File: config.mk
export PLATFORM = sky130hd
export DESIGN_NAME = signed_radix_to_text
export DESIGN_NICKNAME = d
export VERILOG_FILES = /design/src/rtl/srt_pkg.sv /design/src/rtl/srt_cfg.sv /design/src/rtl/srt_front.sv /design/src/rtl/srt_queue.sv /design/src/rtl/srt_back.sv /design/src/rtl/signed_radix_to_text.sv
export SDC_FILE = /design/constraint.sdc
export NUM_CORES = 1
export LEC_CHECK = 0
export ABC_CLOCK_PERIOD_IN_PS = 32600
export BUFFER_PORTS_ARGS = -buffer_cell sky130_fd_sc_hd__buf_2
export CORE_MARGIN = 8
export CORE_UTILIZATION = 40
export CTS_BUF_LIST = sky130_fd_sc_hd__clkbuf_2
export CTS_CLUSTER_SIZE = 40
export DETAILED_ROUTE_END_ITERATION = 10
export PLACE_DENSITY_LB_ADDON = 0.3
export SLEW_MARGIN = 40
export SYNTH_ARGS = -nofsm -noshare
export SYNTH_HDL_FRONTEND = slang
export SYNTH_SLANG_ARGS = --single-unit
File: constraint.sdc
create_clock -name clk_i -period 32.6 [get_ports clk_i]
set_input_delay 6.52 -clock clk_i [delete_from_list [all_inputs] [get_ports clk_i]]
set_output_delay 6.52 -clock clk_i [all_outputs]
set_load 0.05 [all_outputs]
File: src/rtl/srt_pkg.sv
// ----------------------------------------------------------------------------
// srt_pkg: shared types and constants for the radix-to-text converter
// Holds field widths, configuration register indexes, character codes and
// the job record that travels from the front end to the back end.
// ----------------------------------------------------------------------------
package srt_pkg;

  // Field and port widths.
  localparam int NUM_W      = 32;
  localparam int CHAR_W     = 8;
  localparam int RADIX_W    = 6;
  localparam int CFG_IDX_W  = 3;
  localparam int CFG_DATA_W = 64;

  // Configuration register indexes.
  localparam logic [CFG_IDX_W-1:0] CFG_RADIX    = 3'd0;
  localparam logic [CFG_IDX_W-1:0] CFG_DIGITS_A = 3'd1;

  // Symbols per alphabet register.
  localparam int SYMS_PER_REG = CFG_DATA_W / CHAR_W;

  // Character codes and limits used by alphabet checking and output.
  localparam logic [CHAR_W-1:0] CHAR_MINUS = 8'h2D;
  localparam logic [CHAR_W-1:0] CHAR_PLUS  = 8'h2B;
  localparam logic [CHAR_W-1:0] CHAR_LOW   = 8'd32;
  localparam logic [CHAR_W-1:0] CHAR_HIGH  = 8'd127;
  localparam logic [CHAR_W-1:0] CHAR_NONE  = 8'd0;

  // Smallest usable radix.
  localparam logic [RADIX_W-1:0] RADIX_MIN = 6'd2;

  // Digit stack: base 2 gives at most 32 digits for a 32-bit magnitude.
  localparam int STACK_DEPTH = 32;
  localparam int STACK_IW    = $clog2(STACK_DEPTH);
  localparam int ND_W        = STACK_IW + 1;
  localparam int DIGIT_W     = 5;

  // Long division takes this many dividend bits per cycle.
  localparam int CHUNK_W     = 8;
  localparam int CHUNKS      = NUM_W / CHUNK_W;
  localparam int CHUNK_CNT_W = $clog2(CHUNKS);
  localparam logic [CHUNK_CNT_W-1:0] CHUNK_LAST = CHUNK_CNT_W'(CHUNKS - 1);

  // Queue between front and back end.
  localparam int QUEUE_DEPTH = 2;
  localparam int QUEUE_IW    = $clog2(QUEUE_DEPTH);
  localparam int QUEUE_CW    = QUEUE_IW + 1;

  typedef logic [CHAR_W-1:0] char_t;

  // One classified number waiting for conversion.
  typedef struct packed {
    logic [NUM_W-1:0] mag;
    logic             neg;
    logic             bad;
  } job_t;

  // Back end sequencer states.
  typedef enum logic [4:0] {
    ST_IDLE = 5'b00001,
    ST_DIV  = 5'b00010,
    ST_SIGN = 5'b00100,
    ST_EMIT = 5'b01000,
    ST_BAD  = 5'b10000
  } back_state_e;

endpackage

File: src/rtl/srt_cfg.sv
// ----------------------------------------------------------------------------
// srt_cfg: configuration registers and alphabet checker
// Stores the radix and the symbol bytes. After every write a sequencer walks
// the symbols one per cycle and decides whether the alphabet is usable.
// ----------------------------------------------------------------------------
module srt_cfg #(
  parameter int MAX_DIGITS = 32,
  localparam int SYM_IW = (MAX_DIGITS > 1) ? $clog2(MAX_DIGITS) : 1
) (
  input  logic                              clk_i,
  input  logic                              rst_ni,
  input  logic                              cfg_we_i,
  input  logic [srt_pkg::CFG_IDX_W-1:0]     cfg_idx_i,
  input  logic [srt_pkg::CFG_DATA_W-1:0]    cfg_wdata_i,
  output logic [srt_pkg::RADIX_W-1:0]       radix_o,
  output srt_pkg::char_t                    sym_o [MAX_DIGITS],
  output logic                              alpha_ok_o,
  output logic                              busy_o
);

  logic [srt_pkg::RADIX_W-1:0] radix_q;
  srt_pkg::char_t              sym_q [MAX_DIGITS];
  logic                        busy_q;
  logic                        ok_q;
  logic [SYM_IW-1:0]           idx_q;

  srt_pkg::char_t sym_cur;
  logic           in_use;
  logic           fail;

  // Radix register.
  always_ff @(posedge clk_i or negedge rst_ni) begin
    if (!rst_ni) begin
      radix_q <= '0;
    end else if (cfg_we_i && cfg_idx_i == srt_pkg::CFG_RADIX) begin
      radix_q <= cfg_wdata_i[srt_pkg::RADIX_W-1:0];
    end
  end

  // Symbol bytes; only the symbols that can ever be in use are kept.
  for (genvar k = 0; k < MAX_DIGITS; k++) begin : g_sym
    localparam int REG = k / srt_pkg::SYMS_PER_REG;
    localparam int BYT = k % srt_pkg::SYMS_PER_REG;
    always_ff @(posedge clk_i or negedge rst_ni) begin
      if (!rst_ni) begin
        sym_q[k] <= '0;
      end else if (cfg_we_i &&
                   cfg_idx_i == srt_pkg::CFG_DIGITS_A + srt_pkg::CFG_IDX_W'(REG)) begin
        sym_q[k] <= cfg_wdata_i[BYT*srt_pkg::CHAR_W +: srt_pkg::CHAR_W];
      end
    end
  end

  // Check of the symbol under the walk pointer against the rules and against
  // every later symbol in use; at slot zero the radix range is checked too.
  always_comb begin
    sym_cur = sym_q[idx_q];
    in_use  = int'(idx_q) < int'(radix_q);
    fail    = 1'b0;
    if (in_use) begin
      if (sym_cur < srt_pkg::CHAR_LOW || sym_cur > srt_pkg::CHAR_HIGH ||
          sym_cur == srt_pkg::CHAR_MINUS || sym_cur == srt_pkg::CHAR_PLUS) begin
        fail = 1'b1;
      end
      for (int j = 0; j < MAX_DIGITS; j++) begin
        if (j > int'(idx_q) && j < int'(radix_q) && sym_q[j] == sym_cur) begin
          fail = 1'b1;
        end
      end
    end
    if (idx_q == '0 && (radix_q < srt_pkg::RADIX_MIN ||
                        radix_q > srt_pkg::RADIX_W'(MAX_DIGITS))) begin
      fail = 1'b1;
    end
  end

  // Walk sequencer: restarts on every write and runs over all symbol slots.
  always_ff @(posedge clk_i or negedge rst_ni) begin
    if (!rst_ni) begin
      busy_q <= 1'b0;
      ok_q   <= 1'b0;
      idx_q  <= '0;
    end else if (cfg_we_i) begin
      busy_q <= 1'b1;
      ok_q   <= 1'b1;
      idx_q  <= '0;
    end else if (busy_q) begin
      ok_q <= ok_q & ~fail;
      if (idx_q == SYM_IW'(MAX_DIGITS - 1)) begin
        busy_q <= 1'b0;
      end else begin
        idx_q <= idx_q + 1'b1;
      end
    end
  end

  assign radix_o    = radix_q;
  assign sym_o      = sym_q;
  assign alpha_ok_o = ok_q;
  assign busy_o     = busy_q;

endmodule

File: src/rtl/srt_front.sv
// ----------------------------------------------------------------------------
// srt_front: input acceptance and classification
// Takes a number, splits it into sign and magnitude and tags it with the
// alphabet verdict before it enters the job queue.
// ----------------------------------------------------------------------------
module srt_front (
  input  logic                           push,
  output logic                           full,
  input  logic signed [srt_pkg::NUM_W-1:0] number_i,
  input  logic                           cfg_busy_i,
  input  logic                           alpha_ok_i,
  input  logic                           q_full_i,
  output logic                           q_push_o,
  output srt_pkg::job_t                  q_data_o
);

  logic [srt_pkg::NUM_W-1:0] raw;

  // Hold off input while the queue is full or the alphabet is being checked.
  assign full     = q_full_i | cfg_busy_i;
  assign q_push_o = push & ~full;

  // Magnitude in 32 unsigned bits; the most negative value maps onto itself.
  always_comb begin
    raw           = number_i;
    q_data_o.neg  = raw[srt_pkg::NUM_W-1];
    q_data_o.mag  = raw[srt_pkg::NUM_W-1] ? (~raw + 1'b1) : raw;
    q_data_o.bad  = ~alpha_ok_i;
  end

endmodule

File: src/rtl/srt_queue.sv
// ----------------------------------------------------------------------------
// srt_queue: short job queue between front and back end
// A small register FIFO that lets the front end take new numbers while the
// back end is still converting.
// ----------------------------------------------------------------------------
module srt_queue (
  input  logic          clk_i,
  input  logic          rst_ni,
  input  logic          push_i,
  input  srt_pkg::job_t wdata_i,
  output logic          full_o,
  input  logic          pop_i,
  output srt_pkg::job_t rdata_o,
  output logic          empty_o
);

  srt_pkg::job_t                   data_q [srt_pkg::QUEUE_DEPTH];
  logic [srt_pkg::QUEUE_IW-1:0]    wr_q;
  logic [srt_pkg::QUEUE_IW-1:0]    rd_q;
  logic [srt_pkg::QUEUE_CW-1:0]    cnt_q;
  logic                            do_push;
  logic                            do_pop;

  assign full_o  = cnt_q == srt_pkg::QUEUE_CW'(srt_pkg::QUEUE_DEPTH);
  assign empty_o = cnt_q == '0;
  assign do_push = push_i & ~full_o;
  assign do_pop  = pop_i & ~empty_o;
  assign rdata_o = data_q[rd_q];

  // Entry storage.
  always_ff @(posedge clk_i) begin
    if (do_push) begin
      data_q[wr_q] <= wdata_i;
    end
  end

  // Pointers and fill count.
  always_ff @(posedge clk_i or negedge rst_ni) begin
    if (!rst_ni) begin
      wr_q  <= '0;
      rd_q  <= '0;
      cnt_q <= '0;
    end else begin
      if (do_push) begin
        wr_q <= wr_q + 1'b1;
      end
      if (do_pop) begin
        rd_q <= rd_q + 1'b1;
      end
      if (do_push && !do_pop) begin
        cnt_q <= cnt_q + 1'b1;
      end else if (do_pop && !do_push) begin
        cnt_q <= cnt_q - 1'b1;
      end
    end
  end

endmodule

File: src/rtl/srt_back.sv
// ----------------------------------------------------------------------------
// srt_back: digit generation and character output
// Divides the magnitude by the radix, eight dividend bits per cycle, pushes
// each remainder onto a digit stack and then emits sign and symbols from the
// top of the stack through an output register.
// ----------------------------------------------------------------------------
module srt_back #(
  parameter int MAX_DIGITS = 32,
  localparam int SYM_IW = (MAX_DIGITS > 1) ? $clog2(MAX_DIGITS) : 1
) (
  input  logic                        clk_i,
  input  logic                        rst_ni,
  input  logic                        q_empty_i,
  input  srt_pkg::job_t               q_data_i,
  output logic                        q_pop_o,
  input  logic [srt_pkg::RADIX_W-1:0] radix_i,
  input  srt_pkg::char_t              sym_i [MAX_DIGITS],
  output logic                        empty,
  input  logic                        pop,
  output srt_pkg::char_t              character_o,
  output logic                        last_o,
  output logic                        bad_alphabet_o
);

  srt_pkg::back_state_e                state_q, state_d;
  logic [srt_pkg::NUM_W-1:0]           work_q, work_d;
  logic [srt_pkg::DIGIT_W-1:0]         rem_q, rem_d;
  logic [srt_pkg::CHUNK_CNT_W-1:0]     chunk_q, chunk_d;
  logic [srt_pkg::ND_W-1:0]            nd_q, nd_d;
  logic                                neg_q, neg_d;
  logic [srt_pkg::DIGIT_W-1:0]         stack_q [srt_pkg::STACK_DEPTH];
  logic                                ovalid_q, ovalid_d;
  srt_pkg::char_t                      ochar_q, ochar_d;
  logic                                olast_q, olast_d;
  logic                                obad_q, obad_d;

  logic                                stack_we;
  logic                                out_we;
  logic                                out_ld;
  logic [srt_pkg::CHUNK_W-1:0]         qbits;
  logic [srt_pkg::DIGIT_W:0]           r_sh;
  logic [srt_pkg::DIGIT_W-1:0]         r_cur;
  logic [srt_pkg::NUM_W-1:0]           work_next;
  logic [srt_pkg::ND_W-1:0]            nd_m1;
  logic [srt_pkg::DIGIT_W-1:0]         top_digit;
  srt_pkg::char_t                      top_char;

  // One chunk of restoring long division: eight quotient bits per cycle.
  always_comb begin
    r_cur = rem_q;
    qbits = '0;
    r_sh  = '0;
    for (int k = srt_pkg::CHUNK_W - 1; k >= 0; k--) begin
      r_sh = {r_cur, work_q[srt_pkg::NUM_W - srt_pkg::CHUNK_W + k]};
      if (r_sh >= radix_i) begin
        qbits[k] = 1'b1;
        r_sh     = r_sh - radix_i;
      end
      r_cur = r_sh[srt_pkg::DIGIT_W-1:0];
    end
    work_next = {work_q[srt_pkg::NUM_W-srt_pkg::CHUNK_W-1:0], qbits};
  end

  // Symbol for the digit on top of the stack.
  assign nd_m1     = nd_q - 1'b1;
  assign top_digit = stack_q[nd_m1[srt_pkg::STACK_IW-1:0]];
  assign top_char  = sym_i[top_digit[SYM_IW-1:0]];

  // The output register takes a new character when empty or being drained.
  assign out_ld = ~ovalid_q | pop;

  // Sequencer: fetch, divide, sign, emit digits, or report a bad alphabet.
  always_comb begin
    state_d  = state_q;
    work_d   = work_q;
    rem_d    = rem_q;
    chunk_d  = chunk_q;
    nd_d     = nd_q;
    neg_d    = neg_q;
    q_pop_o  = 1'b0;
    stack_we = 1'b0;
    out_we   = 1'b0;
    ochar_d  = ochar_q;
    olast_d  = olast_q;
    obad_d   = obad_q;
    unique case (state_q)
      srt_pkg::ST_IDLE: begin
        if (!q_empty_i) begin
          q_pop_o = 1'b1;
          if (q_data_i.bad) begin
            state_d = srt_pkg::ST_BAD;
          end else begin
            work_d  = q_data_i.mag;
            rem_d   = '0;
            chunk_d = '0;
            nd_d    = '0;
            neg_d   = q_data_i.neg;
            state_d = srt_pkg::ST_DIV;
          end
        end
      end
      srt_pkg::ST_DIV: begin
        work_d  = work_next;
        rem_d   = r_cur;
        chunk_d = chunk_q + 1'b1;
        if (chunk_q == srt_pkg::CHUNK_LAST) begin
          stack_we = 1'b1;
          rem_d    = '0;
          nd_d     = nd_q + 1'b1;
          if (work_next == '0 ||
              nd_q == srt_pkg::ND_W'(srt_pkg::STACK_DEPTH - 1)) begin
            state_d = neg_q ? srt_pkg::ST_SIGN : srt_pkg::ST_EMIT;
          end
        end
      end
      srt_pkg::ST_SIGN: begin
        if (out_ld) begin
          out_we  = 1'b1;
          ochar_d = srt_pkg::CHAR_MINUS;
          olast_d = 1'b0;
          obad_d  = 1'b0;
          state_d = srt_pkg::ST_EMIT;
        end
      end
      srt_pkg::ST_EMIT: begin
        if (out_ld) begin
          out_we  = 1'b1;
          ochar_d = top_char;
          olast_d = nd_q == srt_pkg::ND_W'(1);
          obad_d  = 1'b0;
          nd_d    = nd_m1;
          if (nd_q == srt_pkg::ND_W'(1)) begin
            state_d = srt_pkg::ST_IDLE;
          end
        end
      end
      srt_pkg::ST_BAD: begin
        if (out_ld) begin
          out_we  = 1'b1;
          ochar_d = srt_pkg::CHAR_NONE;
          olast_d = 1'b1;
          obad_d  = 1'b1;
          state_d = srt_pkg::ST_IDLE;
        end
      end
      default: begin
        state_d = srt_pkg::ST_IDLE;
      end
    endcase
    ovalid_d = out_we | (ovalid_q & ~pop);
  end

  // Control registers.
  always_ff @(posedge clk_i or negedge rst_ni) begin
    if (!rst_ni) begin
      state_q  <= srt_pkg::ST_IDLE;
      chunk_q  <= '0;
      nd_q     <= '0;
      neg_q    <= 1'b0;
      ovalid_q <= 1'b0;
    end else begin
      state_q  <= state_d;
      chunk_q  <= chunk_d;
      nd_q     <= nd_d;
      neg_q    <= neg_d;
      ovalid_q <= ovalid_d;
    end
  end

  // Datapath registers and digit stack.
  always_ff @(posedge clk_i) begin
    work_q  <= work_d;
    rem_q   <= rem_d;
    ochar_q <= ochar_d;
    olast_q <= olast_d;
    obad_q  <= obad_d;
    if (stack_we) begin
      stack_q[nd_q[srt_pkg::STACK_IW-1:0]] <= r_cur;
    end
  end

  assign empty          = ~ovalid_q;
  assign character_o    = ochar_q;
  assign last_o         = olast_q;
  assign bad_alphabet_o = obad_q;

endmodule

File: src/rtl/signed_radix_to_text.sv
// ----------------------------------------------------------------------------
// signed_radix_to_text: signed 32-bit number to text in a configured radix
// Top level: configuration and alphabet check, front end, job queue and
// digit back end.
// ----------------------------------------------------------------------------
// Each number pushed in comes out as a run of characters, most significant
// digit first, with a leading minus sign for negatives and last set on the
// final character; a bad alphabet yields one character of zero flagged
// bad_alphabet and last. A number first leaves the job queue, then each
// digit is found in the long divider (eight quotient bits per cycle against
// the radix) and pushed onto the digit stack, and then sign and digits go
// out through the output register as they are popped. The two-entry queue
// lets new numbers be accepted while one is converting. After every
// configuration write the input reports full while the alphabet checker
// walks the symbols one per cycle.
module signed_radix_to_text #(
  parameter int MAX_DIGITS = 32
) (
  input  logic                                clk_i,
  input  logic                                rst_ni,
  input  logic                                push,
  output logic                                full,
  input  logic signed [srt_pkg::NUM_W-1:0]    number_i,
  output logic                                empty,
  input  logic                                pop,
  output logic [srt_pkg::CHAR_W-1:0]          character_o,
  output logic                                last_o,
  output logic                                bad_alphabet_o,
  input  logic                                cfg_we_i,
  input  logic [srt_pkg::CFG_IDX_W-1:0]       cfg_idx_i,
  input  logic [srt_pkg::CFG_DATA_W-1:0]      cfg_wdata_i
);

  logic [srt_pkg::RADIX_W-1:0] radix;
  srt_pkg::char_t              sym [MAX_DIGITS];
  logic                        alpha_ok;
  logic                        cfg_busy;
  logic                        q_full;
  logic                        q_push;
  logic                        q_pop;
  logic                        q_empty;
  srt_pkg::job_t               q_wdata;
  srt_pkg::job_t               q_rdata;

  // Configuration registers and alphabet check.
  srt_cfg #(
    .MAX_DIGITS (MAX_DIGITS)
  ) u_cfg (
    .clk_i       (clk_i),
    .rst_ni      (rst_ni),
    .cfg_we_i    (cfg_we_i),
    .cfg_idx_i   (cfg_idx_i),
    .cfg_wdata_i (cfg_wdata_i),
    .radix_o     (radix),
    .sym_o       (sym),
    .alpha_ok_o  (alpha_ok),
    .busy_o      (cfg_busy)
  );

  // Input transfer and classification.
  srt_front u_front (
    .push       (push),
    .full       (full),
    .number_i   (number_i),
    .cfg_busy_i (cfg_busy),
    .alpha_ok_i (alpha_ok),
    .q_full_i   (q_full),
    .q_push_o   (q_push),
    .q_data_o   (q_wdata)
  );

  // Job queue.
  srt_queue u_queue (
    .clk_i   (clk_i),
    .rst_ni  (rst_ni),
    .push_i  (q_push),
    .wdata_i (q_wdata),
    .full_o  (q_full),
    .pop_i   (q_pop),
    .rdata_o (q_rdata),
    .empty_o (q_empty)
  );

  // Division and character output.
  srt_back #(
    .MAX_DIGITS (MAX_DIGITS)
  ) u_back (
    .clk_i          (clk_i),
    .rst_ni         (rst_ni),
    .q_empty_i      (q_empty),
    .q_data_i       (q_rdata),
    .q_pop_o        (q_pop),
    .radix_i        (radix),
    .sym_i          (sym),
    .empty          (empty),
    .pop            (pop),
    .character_o    (character_o),
    .last_o         (last_o),
    .bad_alphabet_o (bad_alphabet_o)
  );

endmodule

# Yosys cells after proc, flatten, opt, wreduce, memory -nomap -nowiden
# Memories as Yosys holds them, arrays and structs flattened.
# Cells that the tools add are included.
[op_classes] order_cmp=77 n_bitwise=19 eq_ne=57 add_sub_neg=17 muxes=111 multipliers=0 n_div=0 n_reduce_logical=96 n_shift=0
[op_table] operator="equality test 8 bit" count=31
[op_table] operator="two-way mux 5 bit" count=22
[op_table] operator="less-than comparator 5 x 6 -> 1 bit (first input constant)" count=16
[op_table] operator="two-way mux 32 bit" count=3
[op_table] operator="binary-select mux 8 bit (select 5 bit)" count=2
[op_table] operator="> comparator 5 bit (first input constant)" count=16
[op_table] operator="logical AND 1 bit" count=70
[op_table] operator="case mux 32 bit (2 select lines)" count=1
[op_table] operator="two-way mux 1 bit" count=60
[op_table] operator="two-way mux 8 bit" count=7
[op_table] operator="greater-or-equal comparator 6 bit" count=8
[op_table] operator="less-than comparator 4 x 6 -> 1 bit (first input constant)" count=8
[op_table] operator="> comparator 4 x 5 -> 1 bit (first input constant)" count=8
[op_table] operator="subtractor 5 bit" count=8
[op_table] operator="adder 32 x 1 -> 32 bit (second input constant)" count=1
[op_table] operator="logical NOT 32 bit" count=1
[op_table] operator="NOT 32 bit" count=1
[op_table] operator="case mux 5 bit (5 select lines)" count=1
[op_table] operator="less-than comparator 3 x 6 -> 1 bit (first input constant)" count=4
[op_table] operator="two-way mux 6 bit" count=4
[op_table] operator="case mux 8 bit (3 select lines)" count=1
[op_table] operator="> comparator 3 x 5 -> 1 bit (first input constant)" count=4
[op_table] operator="case mux 6 bit (3 select lines)" count=1
[op_table] operator="equality test 8 x 6 -> 1 bit (second input constant)" count=2
[op_table] operator="other kinds (53)" count=97
[totals] memories=2 latch_bits=0 ramBits=228 regBits=335 inputBits=104 mem_bits_ro=0 output_inout_bits=12
[memory_table] name="u_back.stack_q" depth=32 word_bits=5 read_ports=1 rd_clocked_by_memory_dff=0 wr=1 line_no="srt_back.sv:31" source="logic [srt_pkg::DIGIT_W-1:0] stack_q [srt_pkg::STACK_DEPTH];"
[memory_table] name="u_queue.data_q" depth=2 word_bits=34 read_ports=1 rd_clocked_by_memory_dff=0 wr=1 line_no="srt_queue.sv:17" source="srt_pkg::job_t data_q [srt_pkg::QUEUE_DEPTH];"

# Logic depth before layout (Yosys ltp)
# Gate-level depths: netlist (run 1).
[depth] ltp_word=46 ltp_mapped=72 depth_no_buf=69

# By module
# A second synthesis (run 1) with hierarchy kept.
[hier_totals] hier_cells=2677 hier_area_um2=33274.4
[by_module_without_submodules] mod="srt_cfg" seq_area_each_um2=6731.5 area_per_inst_um2=15728.8 cells_each=1204 instances=1
[by_module_without_submodules] mod="srt_back" seq_area_each_um2=6592.6 area_per_inst_um2=14017.2 cells_each=1248 instances=1
[by_module_without_submodules] mod="srt_queue" seq_area_each_um2=2142.1 area_per_inst_um2=2801.4 cells_each=125 instances=1
[by_module_without_submodules] mod="srt_front" seq_area_each_um2=0.0 area_per_inst_um2=726.9 cells_each=100 instances=1

# Least setup slack after synthesis (run 1)
# Ideal clock, no wire load.
[synth_path] kind="reg2reg" from="reg u_cfg.radix_q, in the netlist u_cfg.radix_o[1]" to="mem u_back.stack_q[0][2] (netlist name) (data pin)" slack_ns=17.713 required_ns=32.140 stages_incl_launch_ff=61 setup_time_ns=0.460 arrival_time_ns=14.426 path_cell_list="dfrtp_1 > clkbuf_1 > inv_1 > fa_1 > a21o_1 > a21oi_1 > nand2_1 > a21o_1 > a21oi_1 > mux2_2 > ha_1 > nor2b_1 > o21ai_0 > nand3b_1 > a21o_1 > a21o_1 > clkbuf_1 > nand2_1 > (+25 left out) > and3_1 > a31oi_1 > o21ai_0 > a21oi_1 > mux2_2 > ha_1 > and3_1 > a31oi_1 > o21ai_0 > a21oi_1 > mux2i_1 > fa_1 > a21o_1 > a21oi_1 > o21ai_0 > a21oi_1 > clkbuf_1 > o21ai_0"
[synth_between] elab_chain_cells=16
[synth_rtl] element="start: declaration" line_no="srt_cfg.sv:21" source="logic [srt_pkg::RADIX_W-1:0] radix_q;"
[synth_rtl] element="start signal: assignment" line_no="srt_cfg.sv:36" source="radix_q <= cfg_wdata_i[srt_pkg::RADIX_W-1:0];"
[synth_rtl] element="subtractor 5 bit or greater-or-equal comparator 6 bit (tied branches)" line_no="srt_back.sv:57, srt_back.sv:55"
[synth_rtl] element="two-way mux 5 bit" line_no="srt_back.sv:55" source="if (r_sh >= radix_i) begin"
[synth_rtl] element="subtractor 5 bit or greater-or-equal comparator 6 bit (tied branches)" line_no="srt_back.sv:57, srt_back.sv:55"
[synth_rtl] element="two-way mux 5 bit" line_no="srt_back.sv:55"
[synth_rtl] element="subtractor 5 bit or greater-or-equal comparator 6 bit (tied branches)" line_no="srt_back.sv:57, srt_back.sv:55"
[synth_rtl] element="two-way mux 5 bit" line_no="srt_back.sv:55"
[synth_rtl] element="subtractor 5 bit or greater-or-equal comparator 6 bit (tied branches)" line_no="srt_back.sv:57, srt_back.sv:55"
[synth_rtl] element="two-way mux 5 bit" line_no="srt_back.sv:55"
[synth_rtl] element="greater-or-equal comparator 6 bit or subtractor 5 bit (tied branches)" line_no="srt_back.sv:55, srt_back.sv:57"
[synth_rtl] element="two-way mux 5 bit" line_no="srt_back.sv:55"
[synth_rtl] element="subtractor 5 bit or greater-or-equal comparator 6 bit (tied branches)" line_no="srt_back.sv:57, srt_back.sv:55"
[synth_rtl] element="two-way mux 5 bit" line_no="srt_back.sv:55"
[synth_rtl] element="greater-or-equal comparator 6 bit or subtractor 5 bit (tied branches)" line_no="srt_back.sv:55, srt_back.sv:57"
[synth_rtl] element="two-way mux 5 bit" line_no="srt_back.sv:55"
[synth_rtl] element="subtractor 5 bit or greater-or-equal comparator 6 bit (tied branches)" line_no="srt_back.sv:57, srt_back.sv:55"
[synth_rtl] element="two-way mux 5 bit *" line_no="srt_back.sv:55"
[synth_rtl] element="named net u_back.r_sh (one bit)" line_no="srt_back.sv:41" source="logic [srt_pkg::DIGIT_W:0] r_sh;"
[synth_rtl] element="end: declaration" line_no="srt_back.sv:31"
# The timed path passes the listed nets; every way through them passes the cells marked *.

# Worst setup path in the final report (run 1)
[layout_path] from="reg u_cfg.radix_q, in the netlist u_cfg.radix_o[1]" to="reg u_back.state_q[3]"
[layout_between] elab_chain_cells=20
[layout_rtl] element="subtractor 5 bit or greater-or-equal comparator 6 bit (tied branches)" line_no="srt_back.sv:57, srt_back.sv:55"
[layout_rtl] element="two-way mux 5 bit" line_no="srt_back.sv:55"
[layout_rtl] element="subtractor 5 bit or greater-or-equal comparator 6 bit (tied branches)" line_no="srt_back.sv:57, srt_back.sv:55"
[layout_rtl] element="two-way mux 5 bit" line_no="srt_back.sv:55"
[layout_rtl] element="subtractor 5 bit or greater-or-equal comparator 6 bit (tied branches)" line_no="srt_back.sv:57, srt_back.sv:55"
[layout_rtl] element="two-way mux 5 bit" line_no="srt_back.sv:55"
[layout_rtl] element="subtractor 5 bit or greater-or-equal comparator 6 bit (tied branches)" line_no="srt_back.sv:57, srt_back.sv:55"
[layout_rtl] element="two-way mux 5 bit" line_no="srt_back.sv:55"
[layout_rtl] element="(+4 left out)"
[layout_rtl] element="subtractor 5 bit or greater-or-equal comparator 6 bit (tied branches)" line_no="srt_back.sv:57, srt_back.sv:55"
[layout_rtl] element="two-way mux 5 bit" line_no="srt_back.sv:55"
[layout_rtl] element="greater-or-equal comparator 6 bit" line_no="srt_back.sv:55"
[layout_rtl] element="two-way mux 1 bit" line_no="srt_back.sv:55"
[layout_rtl] element="logical NOT 32 bit *" line_no="srt_back.sv:110" source="if (work_next == '0 ||"
[layout_rtl] element="logical OR 1 bit *" line_no="srt_back.sv:110"
[layout_rtl] element="inequality test 2 x 1 -> 1 bit (no line) *"
[layout_rtl] element="AND reduction 7 bit (no line) *"
[layout_rtl] element="end signal: assignment" line_no="srt_back.sv:156" source="state_q <= srt_pkg::ST_IDLE;"
[layout_rtl] element="end signal: assignment" line_no="srt_back.sv:162" source="state_q <= state_d;"
[layout_rtl] element="end: declaration" line_no="srt_back.sv:25" source="srt_pkg::back_state_e state_q, state_d;"
# Every way passes the cells marked *; elsewhere a longest branch is shown, timed or not.
# A chain may end at the register's enable or synchronous reset.

==> run metrics, run 1 <==
status=complete, no violations; worst r2r src=u_cfg.radix_o[1]; Area Growth Syn to Fin=9.397%; Final Hold Vio Count=0; Routed Antenna Nets=0; Max Clock Freq=61.29 MHz; register bit total from synthesis=563; Max-cap violations=0; crit path launch type=flip-flop; Worst Hold Class=reg2reg; number of setup buffers added after CTS=0; Worst Setup SP=u_cfg.radix_o[1]; final setup fails=0; Setup TNS Final=0 ns; EDFF count, synth=275; GP Congestion=0.9936; Ports=116; initial core utilization=0.4043; die area=90950 sq um; DRC=0; Root Driver=clkbuf_2; GRT Util Overall=0.2276; hold-fix buffers at CTS=0; HPWL Detailed=75160 um; Synth Area per Inst=12.06 sq um; detailed-route wire length per cell=25.87 um; Seq. cell area=15470 sq um; CTS resizes=0; part of the Yosys area used for sequential elements=0.4741; final instance area=35690 sq um; via-per-instance ratio=5.821; Port Buffers=115; mapped cell area=32620 sq um; first-pass GRT wire length=155500 um; die height=301.6 um; fin nets=3023; chip width=301.6 um; Final Skew=0.09049 ns; DR pass1 iterations=6; Reg2Reg Capture Point=u_back.state_q[3]; via count=23450; layout cell share with drive strength beyond 1=0.2718; Multi-input gate area=16230 sq um; Tcrit/Tclk final=0.5005; total congestion overflow=0; Slew Limit Headroom=0.3891; initial DRC count=1807; Synth Instances=2704; worst path required time=33.83 ns; CTS tree=yes; initial antenna violation count=13; fillers=7628; cell mode on critical path=o21ai_0; clock sink count=563; Post-Place Cell Area=34230 sq um; Crit. End Element=flip-flop; Main synth FF type=dfrtp_1; reg-to-reg slack, setup=16.28 ns; number of CTS-inserted buffers=151; unrepaired setup endpoints after global routing=no; CTS max path bufs=3; Clk pin slew, worst setup/hold paths=0.11 ns; crit-path max cell delay=0.62 ns; Slowest cell on crit path=a21oi_2; yosys warns=0; Worst R2R Path Depth=62; CTS H-tree lvls=4; Syn Nets=2880; Clock Latency Late Sink=1.37 ns; worst slew pin tran=0.9164 ns; Hold Crit Endpoint=u_back.state_q[2]; hold wc startpoint=u_back.neg_q; critical path fanouts, max=19; Detailed Route WL=104200 um; Post-synth ARST share=0.5115; largest net degree at the start of global routing=101; Core Footprint=80680 sq um; vias in the first global route=24100; Unique masters post-synth=73; Crit Path Class=reg2reg; row count=104; WHS Path Cells=2; Arr. time, crit path=17.54 ns; min Tclk post-route=16.32 ns; Final Max Slew Viols=0
[state kept, by name, indices dropped and copies added (netlist names), 2 cells and up]
register	cells
u_cfg.sym_o	256
u_back.stack_q	160
u_queue.data_q	68
u_back.work_q	32
u_back.character_o	8
u_back.nd_q	6
u_cfg.radix_o	6
u_back.rem_q	5
u_back.state_q	5
u_cfg.idx_q	5
u_back.chunk_q	2
u_queue.cnt_q	2
[kinds of logic after synthesis]
kind of cell,after synthesis,share of synthesized area
multiplexers,566,0.2144
flip-flops,563,0.4741
adder cells (fa/ha/maj),72,0.02946
AO/OA/AOI/OAI,460,0.08837
buffers and inverters,230,0.03218
XOR/XNOR,289,0.07759
AND/OR/NAND/NOR,524,0.08388
[layout make-up]
cell class,instances,area share
clock inverter,51,0.008695
inverter,57,0.005995
sequential,563,0.4336
multi-input combinational,1911,0.4548
antenna,7,0.0004908
clock buffer,217,0.03043
timing repair buffer,163,0.02882
tap,1060,0.03716
[through the flow]
stage / std cells / setup WS [ns] / hold WS, ns / util
after floorplan: 2704 / 17.71 / 0.4604 / -
after global placement: 3749 / 16.21 / 0.4854 / 0.4229
after detailed placement: 3752 / 16.09 / 0.5016 / 0.4243
after CTS: 4020 / 15.98 / 0.4881 / 0.4416
after global routing: 4026 / 15.01 / 0.5481 / 0.4422
final: 4029 / 16.28 / 0.4925 / 0.4423
[metal layers]
layer	global-route usage	up-vias	part of all wire
met3	0.05442	242	0.072
met1	0.2930	11780	0.42
met5	0	-	0.00053
li1	-	10510	-
met2	0.3601	907	0.46
met4	0.1102	8	0.047
[worst max path at each step]
stage / to / slack, ns / cells past startpoint
finish: u_back.state_q[3] / 16.28 / 62
global route: u_back.state_q[3] / 15.01 / 62
CTS: u_back.state_q[3] / 15.98 / 62
detailed placement: u_back.state_q[3] / 16.09 / 62
global placement: u_back.stack_q[4][4] / 16.21 / 56
floorplan: u_back.stack_q[0][2] / 17.71 / 60
[cell usage after synthesis, types with 9 or more instances]
cell | count | area, sq um
xor2_1 | 145 | 1270
nor4_1 | 41 | 256.5
o22ai_1 | 27 | 168.9
inv_1 | 55 | 206.5
nand3b_1 | 11 | 82.58
nor2_1 | 86 | 322.8
buf_4 | 20 | 150.1
a22oi_1 | 27 | 202.7
mux4_2 | 76 | 1712
dfrtp_1 | 287 | 7182
a21oi_1 | 113 | 565.5
o211ai_1 | 10 | 75.07
buf_1 | 10 | 37.54
a211oi_1 | 67 | 503.0
nor2b_1 | 55 | 344.1
xnor2_1 | 144 | 1261
mux2_2 | 282 | 3176
mux2i_1 | 206 | 2062
nand4_1 | 43 | 269.0
o21ai_0 | 127 | 635.6
clkbuf_1 | 86 | 322.8
ha_1 | 64 | 800.8
a21o_1 | 21 | 157.7
or4_1 | 11 | 82.58
and3_1 | 10 | 62.56
or2_2 | 11 | 68.82
nand2b_1 | 18 | 112.6
buf_2 | 50 | 250.2
nand2_1 | 137 | 514.2
a31oi_1 | 9 | 56.30
nand3_1 | 39 | 195.2
edfxtp_1 | 275 | 8258
nor3_1 | 31 | 155.2
[worst max-delay path: cells and delay by family (launching register included)]
family	cells	cell delay (ns)
muxes	3	1.31
and+or+nand+nor	14	1.99
buffers and inverters	4	0.83
AOI/OAI and AO/OA	33	8.95
DFF	1	0.33
adders and majority gates	8	2.78
[placed cells by master, fill, tap and decap left out, drive strengths merged, types with 5 or more instances in the layout]
master	Yosys	routed
xnor2	144	144
a31oi	9	9
diode	0	7
xor2	145	145
nor3b	6	6
or2	11	11
clkbuf	87	217
a22o	5	5
nand4	43	43
a21o	21	21
o41ai	6	6
nand3b	11	11
nor3	31	31
inv	55	61
mux4	76	76
a211oi	67	67
dfrtp	287	287
o21ai	129	129
mux2	282	282
nand3	39	39
o31ai	9	9
and3	10	10
buf	86	163
ha	64	64
or3	7	7
nor2	86	86
clkinv	2	45
mux2i	208	208
a22oi	27	27
a221o	8	8
a21oi	113	113
edfxtp	275	275
o211ai	10	10
or4	14	14
nor2b	55	55
nand2	137	137
nor4	43	43
nand2b	18	18
fa	8	8
o22ai	27	27
Power of run 1 is left out: the tool's default activity adds up to more than one toggle a clock period on the data nets, which glitch-free logic cannot reach.
==> inputs of run 2 (changes only) <==
--- a/config.mk
+++ b/config.mk
@@ -5,7 +5,7 @@
 export SDC_FILE = /design/constraint.sdc
 export NUM_CORES = 1
 export LEC_CHECK = 0
-export ABC_CLOCK_PERIOD_IN_PS = 32600
+export ABC_CLOCK_PERIOD_IN_PS = 14100
 export BUFFER_PORTS_ARGS = -buffer_cell sky130_fd_sc_hd__buf_2
 export CORE_MARGIN = 8
 export CORE_UTILIZATION = 40
==> constraint.sdc (replaced) <==
create_clock -name clk_i -period 14.1 [get_ports clk_i]
set_input_delay 2.82 -clock clk_i [delete_from_list [all_inputs] [get_ports clk_i]]
set_output_delay 2.82 -clock clk_i [all_outputs]
set_load 0.05 [all_outputs]
==> run metrics, run 2 (synthesized netlist as in run 1, its figures left out) <==
Clk pin slew, worst setup/hold paths=0.10 ns; worst r2r src=u_back.work_q[31]; Worst path depth=59; Worst Hold Class=reg2reg; die height=301.6 um; via count=23700; initial antenna violation count=10; DRC=0; Multi-input gate area=16400 sq um; pre-CTS WS=-0.5661 ns; Reg2Reg Capture Point=u_back.stack_q[20][1]; Slowest cell on crit path=mux2_2; number of CTS-inserted buffers=153; largest net degree at the start of global routing=128; Worst Setup SP=u_back.work_q[31]; commonest non-fill, non-tap cells in the layout=283 x dfrtp_1, 282 x mux2_2, 275 x edfxtp_1; DP Cell Count=3766; Buf/Inv on CP=6; HPWL Detailed=77720 um; Max-cap violations=0; Ports=116; min Tclk post-route=13.46 ns; die area=90950 sq um; Clock Latency Late Sink=1.44 ns; Routed Antenna Nets=0; fin nets=3056; Seq. cell area=15470 sq um; fillers=7605; crit-path max cell delay=0.50 ns; crit path launch type=flip-flop; worst setup margin=0.6392 ns; GP Congestion=0.9711; Root Driver=clkbuf_2; Detailed Route WL=108300 um; clock sink count=563; Slew Limit Headroom=0.3417; GRT Util Overall=0.2353; worst slew pin tran=0.9875 ns; status=complete, no violations; reg-to-reg slack, setup=0.64 ns; Core Footprint=80680 sq um; detailed-route wire length per cell=26.59 um; CTS max path bufs=3; Port Buffers=115; layout cell share with drive strength beyond 1=0.2857; final instance area=36080 sq um; total congestion overflow=0; Post-Place Cell Area=34330 sq um; Final Skew=0.1074 ns; CTS tree=yes; Worst R2R Path Depth=59; Crit. End Element=flip-flop; initial core utilization=0.4043; Final Hold Vio Count=0; final setup fails=0; initial DRC count=2035; row count=104; Crit Path Class=reg2reg; most common cell after layout, fill and taps aside=dfrtp_1; worst path required time=15.24 ns; vias in the first global route=24050; Tcrit/Tclk final=0.9547; Max Clock Freq=74.29 MHz; DR pass1 iterations=6; delay-heaviest family, CP=compound AO/OA/AOI/OAI gates; fin util=0.4472; Area Growth Syn to Fin=10.60%; Arr. time, crit path=14.60 ns; CTS H-tree lvls=4; Final Max Slew Viols=0; critical path fanouts, max=16; via-per-instance ratio=5.820; chip width=301.6 um; crit path to=u_back.stack_q[20][1]; first-pass GRT wire length=159900 um; Finished Layout Cells=4072; max FFs per register=256
-- run 2: area by class of cell --
type                       instances  area share
tap                             1060     0.03676
antenna                           16    0.001110
clock inverter                    61    0.008913
timing repair buffer             191     0.03478
sequential                       563      0.4289
clock buffer                     210     0.02913
multi-input combinational       1914      0.4545
inverter                          57    0.005930
-- run 2: timing repair --
action	CTS	global route
cloned	1	2
hold buffers	0	0
endpoints found under the setup margin	168	170
gates resized for setup	10	30
setup buffers	3	12
pin swaps	2	4
-- run 2: layer usage --
| metal | up-vias | part of all wire | track usage |
|---|---|---|---|
| li1 | 10600 | - | - |
| met1 | 11970 | 0.41 | 0.3010 |
| met2 | 896 | 0.48 | 0.3862 |
| met3 | 229 | 0.068 | 0.05019 |
| met4 | 4 | 0.042 | 0.09899 |
| met5 | - | 0.00021 | 0 |
-- run 2: worst register-to-register path, delay by kind of cell, from the launching register on --
| kind | cells | cell delay [ns] |
|---|---|---|
| adder cells (fa/ha/maj) | 9 | 2.79 |
| flip-flops | 1 | 0.41 |
| AND/OR/NAND/NOR | 9 | 1.23 |
| multiplexers | 8 | 2.62 |
| buffers and inverters | 6 | 0.84 |
| AO/OA/AOI/OAI | 27 | 5.34 |
-- run 2: worst min path at each step --
stage	to	from	cells past startpoint
after global placement	u_back.chunk_q[1]	u_back.chunk_q[1]	2
final	u_back.chunk_q[0]	u_back.chunk_q[0]	1
after detailed placement	u_back.chunk_q[0]	u_back.chunk_q[0]	1
after floorplan	u_queue.wr_q	u_queue.wr_q	1
after CTS	u_back.chunk_q[0]	u_back.chunk_q[0]	1
after global routing	u_back.chunk_q[0]	u_back.chunk_q[0]	1
-- run 2: through the flow --
stage	hold WS, ns	TNS [ns]
after floorplan	0.4604	0
after global placement	0.4853	0
after detailed placement	0.4957	-50.68
after CTS	0.5138	0
after global routing	0.5293	-0.6725
final	0.5160	0
Power of run 2 is left out for the same reason.
